==> src/rtl/core/fba_pkg.sv <==
// Shared constants, request kinds and controller/datapath interface structs
// for the frame bitmap allocator. No dependencies.
package fba_pkg;

	localparam int FRAME_W     = 20;
	localparam int FRAMES      = 1 << FRAME_W;
	localparam int CNT_W       = 21;
	localparam int WORD_W      = 64;
	localparam int BIT_W       = 6;
	localparam int WORDS       = FRAMES / WORD_W;
	localparam int WADDR_W     = FRAME_W - BIT_W;
	localparam int PAGE_SHIFT  = 12;
	localparam int ADDR_W      = 32;
	localparam int LARGE_SHIFT = 9;
	localparam int HUGE_SHIFT  = 18;
	localparam int TOTAL_W     = CNT_W + HUGE_SHIFT + 1;

	typedef enum logic [2:0] {
		KIND_ALLOC_FRAMES = 3'd0,
		KIND_ALLOC_LARGE  = 3'd1,
		KIND_ALLOC_HUGE   = 3'd2,
		KIND_FREE_FRAME   = 3'd3,
		KIND_FREE_LARGE   = 3'd4,
		KIND_FREE_HUGE    = 3'd5,
		KIND_MARK_FREE    = 3'd6,
		KIND_MARK_USED    = 3'd7
	} kind_t;

	typedef struct packed {
		logic load;
		logic decode;
		logic clear_wr;
		logic scan_step;
		logic range_wr;
		logic count_upd;
		logic out_load;
	} cmd_t;

	typedef struct packed {
		logic is_alloc;
		logic alloc_ok;
		logic range_nonzero;
		logic found;
		logic ptr_last;
		logic range_last;
	} sts_t;

endpackage

==> src/rtl/core/fba_ctrl.sv <==
// Controller state machine: sequences clear pass, scan, range update,
// counter update and result hand-off. Uses fba_pkg.
module fba_ctrl (
	input  logic          clk,
	input  logic          arst_n,
	input  logic          in_valid,
	output logic          in_stall,
	output logic          out_valid,
	input  logic          out_stall,
	input  fba_pkg::sts_t sts,
	output fba_pkg::cmd_t cmd
);

	typedef enum logic [2:0] {
		ST_CLEAR, ST_IDLE, ST_DECODE, ST_SCAN_RD, ST_SCAN_EV,
		ST_RANGE_RD, ST_RANGE_WR, ST_COUNT
	} state_t;

	state_t state_q, state_d;
	logic   done_q, out_valid_q;
	logic   can_out;

	assign can_out   = !out_valid_q || !out_stall;
	assign in_stall  = (state_q != ST_IDLE) || done_q;
	assign out_valid = out_valid_q;

	always_comb begin
		cmd = '0;
		state_d = state_q;
		case (state_q)
			ST_CLEAR: begin
				cmd.clear_wr = 1'b1;
				if (sts.ptr_last) state_d = ST_IDLE;
			end
			ST_IDLE: begin
				if (done_q) begin
					if (can_out) cmd.out_load = 1'b1;
				end else if (in_valid) begin
					cmd.load = 1'b1;
					state_d = ST_DECODE;
				end
			end
			ST_DECODE: begin
				cmd.decode = 1'b1;
				if (sts.is_alloc) begin
					state_d = sts.alloc_ok ? ST_SCAN_RD : ST_COUNT;
				end else begin
					state_d = sts.range_nonzero ? ST_RANGE_RD : ST_COUNT;
				end
			end
			ST_SCAN_RD: state_d = ST_SCAN_EV;
			ST_SCAN_EV: begin
				cmd.scan_step = 1'b1;
				if (sts.found) state_d = ST_RANGE_RD;
				else if (sts.ptr_last) state_d = ST_COUNT;
				else state_d = ST_SCAN_RD;
			end
			ST_RANGE_RD: state_d = ST_RANGE_WR;
			ST_RANGE_WR: begin
				cmd.range_wr = 1'b1;
				state_d = sts.range_last ? ST_COUNT : ST_RANGE_RD;
			end
			ST_COUNT: begin
				cmd.count_upd = 1'b1;
				state_d = ST_IDLE;
			end
			default: state_d = ST_IDLE;
		endcase
	end

	always_ff @(posedge clk or negedge arst_n) begin
		if (!arst_n) begin
			state_q     <= ST_CLEAR;
			done_q      <= 1'b0;
			out_valid_q <= 1'b0;
		end else begin
			state_q <= state_d;
			if (state_q == ST_COUNT) begin
				done_q <= 1'b1;
			end else if (cmd.out_load) begin
				done_q <= 1'b0;
			end
			if (cmd.out_load) begin
				out_valid_q <= 1'b1;
			end else if (out_valid_q && !out_stall) begin
				out_valid_q <= 1'b0;
			end
		end
	end

endmodule

==> config.mk <==
export PLATFORM = sky130hd
export DESIGN_NAME = fba_ctrl
export DESIGN_NICKNAME = d
export VERILOG_FILES = /design/src/rtl/core/fba_pkg.sv /design/src/rtl/core/fba_ctrl.sv
export SDC_FILE = /design/constraint.sdc
export NUM_CORES = 1
export LEC_CHECK = 0
export ABC_CLOCK_PERIOD_IN_PS = 1200
export BUFFER_PORTS_ARGS = -buffer_cell sky130_fd_sc_hd__buf_2
export CAP_MARGIN = 40
export CORE_AREA = 2 2 39 41
export CTS_CLUSTER_DIAMETER = 50
export CTS_CLUSTER_SIZE = 40
export DETAILED_ROUTE_END_ITERATION = 10
export DIE_AREA = 0 0 41 43
export GPL_TIMING_DRIVEN = 1
export PLACE_DENSITY = 0.55
export SLEW_MARGIN = 10
export SYNTH_ARGS = -nofsm -noshare
export SYNTH_HDL_FRONTEND = slang
export SYNTH_SLANG_ARGS = --single-unit
==> constraint.sdc <==
create_clock -name clk -period 1.2 [get_ports clk]
set_input_delay 0 -clock clk [delete_from_list [all_inputs] [get_ports clk]]
set_output_delay 0 -clock clk [all_outputs]
set_load 0.01 [all_outputs]
==> flow_metrics.tcl <==
set metrics [dict create \
    status "finished, violations left" \
    violations "negative setup slack" \
    cts.clk_slew.worst_paths_ns 0.04 \
    core_area_mm2 0.00138 \
    wire_per_inst_um 11.4 \
    nFillCells 142 \
    cp_data_arrival_time_ns 1.33 \
    multi_input_area_um2 219 \
    p_per_area_mw_per_mm2 2550 \
    clock_skew_ns 0.00368 \
    postLayoutCoreUtil 0.424 \
    max_freq_ghz 0.821 \
    dieArea_mm2 0.00176 \
    vias 380 \
    drtIter0Drc 4 \
    antenna_found_initial 0 \
    ys_ff_latch 5 \
    critPathKind "register to register" \
    via_per_inst 4.58 \
    yosys_warnings 0 \
    area_delta_synth_final_pct 72.4 \
    start_util 0.246 \
    postLayoutSetupSlackWorst_ns -0.0187 \
    wirelength_um 947 \
    top_layer "met4" \
    rows 14 \
    syn_area_per_cell_um2 8.73 \
    grt_pass1_vias 351 \
    ctsHtreeMaxLevel 1 \
    place_congestion 0.674 \
    met1_length_um 371 \
    cts-root-buf "clkbuf_4" \
    rrSetupSlack_ns -0.02 \
    place_inst 72 \
    io_pins 19 \
    drive_above_1_share 0.597 \
    ys_seq_area_frac 0.368 \
    maxCapViolations 0 \
    worst_r2r_endpoint "state_q[1]" \
    fin_cells 83 \
    io_buffers 18 \
    grt_max_degree 12 \
    drv_slew 0 \
    synth.distinct_cells 24 \
    finalSetupViolCount 2 \
    clock_sinks 5 \
    hold_viol 0 \
    totalNegativeSetupSlack_ns -0.0357 \
    final_common_cell "buf_2" \
    post-route-cell-area_um2 587 \
    post-route-drc-count 0 \
    placed_cell_area_um2 439 \
    cp-start-kind "register" \
    dr_wl_met2_um 498 \
    worstSetupStartpoint "state_q[2]" \
    dp_hpwl_um 606 \
    irDropWorstVdd_uv 749 \
    syn_nets 49 \
    r2r_cells 4 \
    clock_latency_ns 0.24 \
    ff_latch_area_um2 128 \
    fin_crit_sh 1.02 \
    power.leakage_nw 0.294 \
    antenna_cells 0 \
    fp.dieW_um 41 \
    dr.pass1.iters 4 \
    finalCriticalPeriod_ns 1.22 \
    grt_setup_unrepaired "yes" \
    ctsLongestPathBuffers 2 \
    drtAntennaViolNets 0 \
    worst_pin_slew_ns 0.228 \
    end_kind "register" \
    gr-total-overflow 0 \
    max_slew_margin 0.847 \
    hp-class "input port to register" \
    wl_met3_um 65 \
    cp.required_ns 1.31 \
    cts_tree "yes" \
    die_h_um 43 \
    cts_buffers 3 \
    nets 78 \
    syn_area_um2 340 \
    rr_startpoint "state_q[2]" \
    grt.total_usage 0.132 \
    grt_pass1_wl_um 1460 \
    layout_common_cells "17 x buf_2, 4 x nand2_1, 4 x buf_4" \
    crit_end "state_q[1]" \
    crit_fanout 2 \
    syn_inst 39 \
]
-- layer usage --
| metal | global-route usage | up-vias |
|---|---|---|
| met5 | 0 | - |
| met4 | 0.0800 | 0 |
| met3 | 0.0838 | 2 |
| met2 | 0.197 | 11 |
| met1 | 0.131 | 173 |
| li1 | - | 194 |
-- worst max-delay path: stages (launching register included) --
cell	delay (ns)
dfrtp_1	0.39
buf_4	0.14
or3b_1	0.36
o2111ai_2	0.08
o221ai_2	0.12
-- worst min path at each step --
| stage | from | depth (start not counted) | end | slack [ns] |
|---|---|---|---|---|
| after global routing | sts[0] | 3 | state_q[1] | 0.09 |
| after floorplan | arst_n | 0 | done_q | -0.30 |
| after global placement | arst_n | 1 | out_valid | -0.18 |
| after CTS | sts[0] | 3 | state_q[1] | 0.04 |
| final | sts[0] | 3 | state_q[1] | 0.07 |
| after detailed placement | arst_n | 1 | out_valid | -0.18 |
-- synthesized netlist by cell type (all sizes together) --
cell | number | share of area
dfrtp | 5 | 0.37
inv | 4 | 0.044
nand2 | 4 | 0.044
and3 | 3 | 0.070
buf | 3 | 0.077
nor2 | 3 | 0.040
a21oi | 2 | 0.029
nand3 | 2 | 0.029
nor3 | 2 | 0.029
a211oi | 1 | 0.022
a31oi | 1 | 0.018
nand2b | 1 | 0.018
nor2b | 1 | 0.018
o2111ai | 1 | 0.026
o21ai | 1 | 0.015
o221ai | 1 | 0.044
o22a | 1 | 0.026
o2bb2a | 1 | 0.029
o32ai | 1 | 0.026
or3b | 1 | 0.026
-- metrics by stage --
step                worst slack [ns]  power [mW]  hold WS, ns
floorplan                      0.139       0.844       -0.296
global placement               0.104       0.997       -0.178
detailed placement            0.0673       0.997       -0.181
CTS                          -0.0332        1.40       0.0385
global route                 -0.0817        1.62       0.0853
finish                       -0.0187        1.50       0.0679
-- layout make-up --
type | instances | share of cell area
clock buffers | 4 | 0.0448
inverters | 4 | 0.0256
multi-input cells | 27 | 0.373
flip-flops and latches | 5 | 0.217
well taps | 16 | 0.0341
repair buffers | 27 | 0.305
-- kinds of logic after synthesis --
kind of cell           share of synthesized area
AOI/OAI and AO/OA                          0.235
buffers and inverters                      0.121
DFF                                        0.368
and+or+nand+nor                            0.276
-- flip-flops by register name, summed over array words and instances, names as in the netlist --
signal,count
done_q,1
out_valid,1
state_q,3
-- where the power goes --
group	leakage [nW]	internal, mW	total, mW	switching [mW]
registers	0.0580	0.262	0.391	0.129
clock network	0.0150	0.126	0.196	0.0699
logic	0.221	0.481	0.910	0.429
-- timing repair --
action / CTS / global route
endpoints found under the hold margin: 7 / 0
setup endpoints to repair: 4 / 11
pin swaps: 3 / 3
hold buffers: 3 / 0
gates resized for setup: 7 / 6
setup buffers: 4 / 0
(Power assumes the default switching activity.)
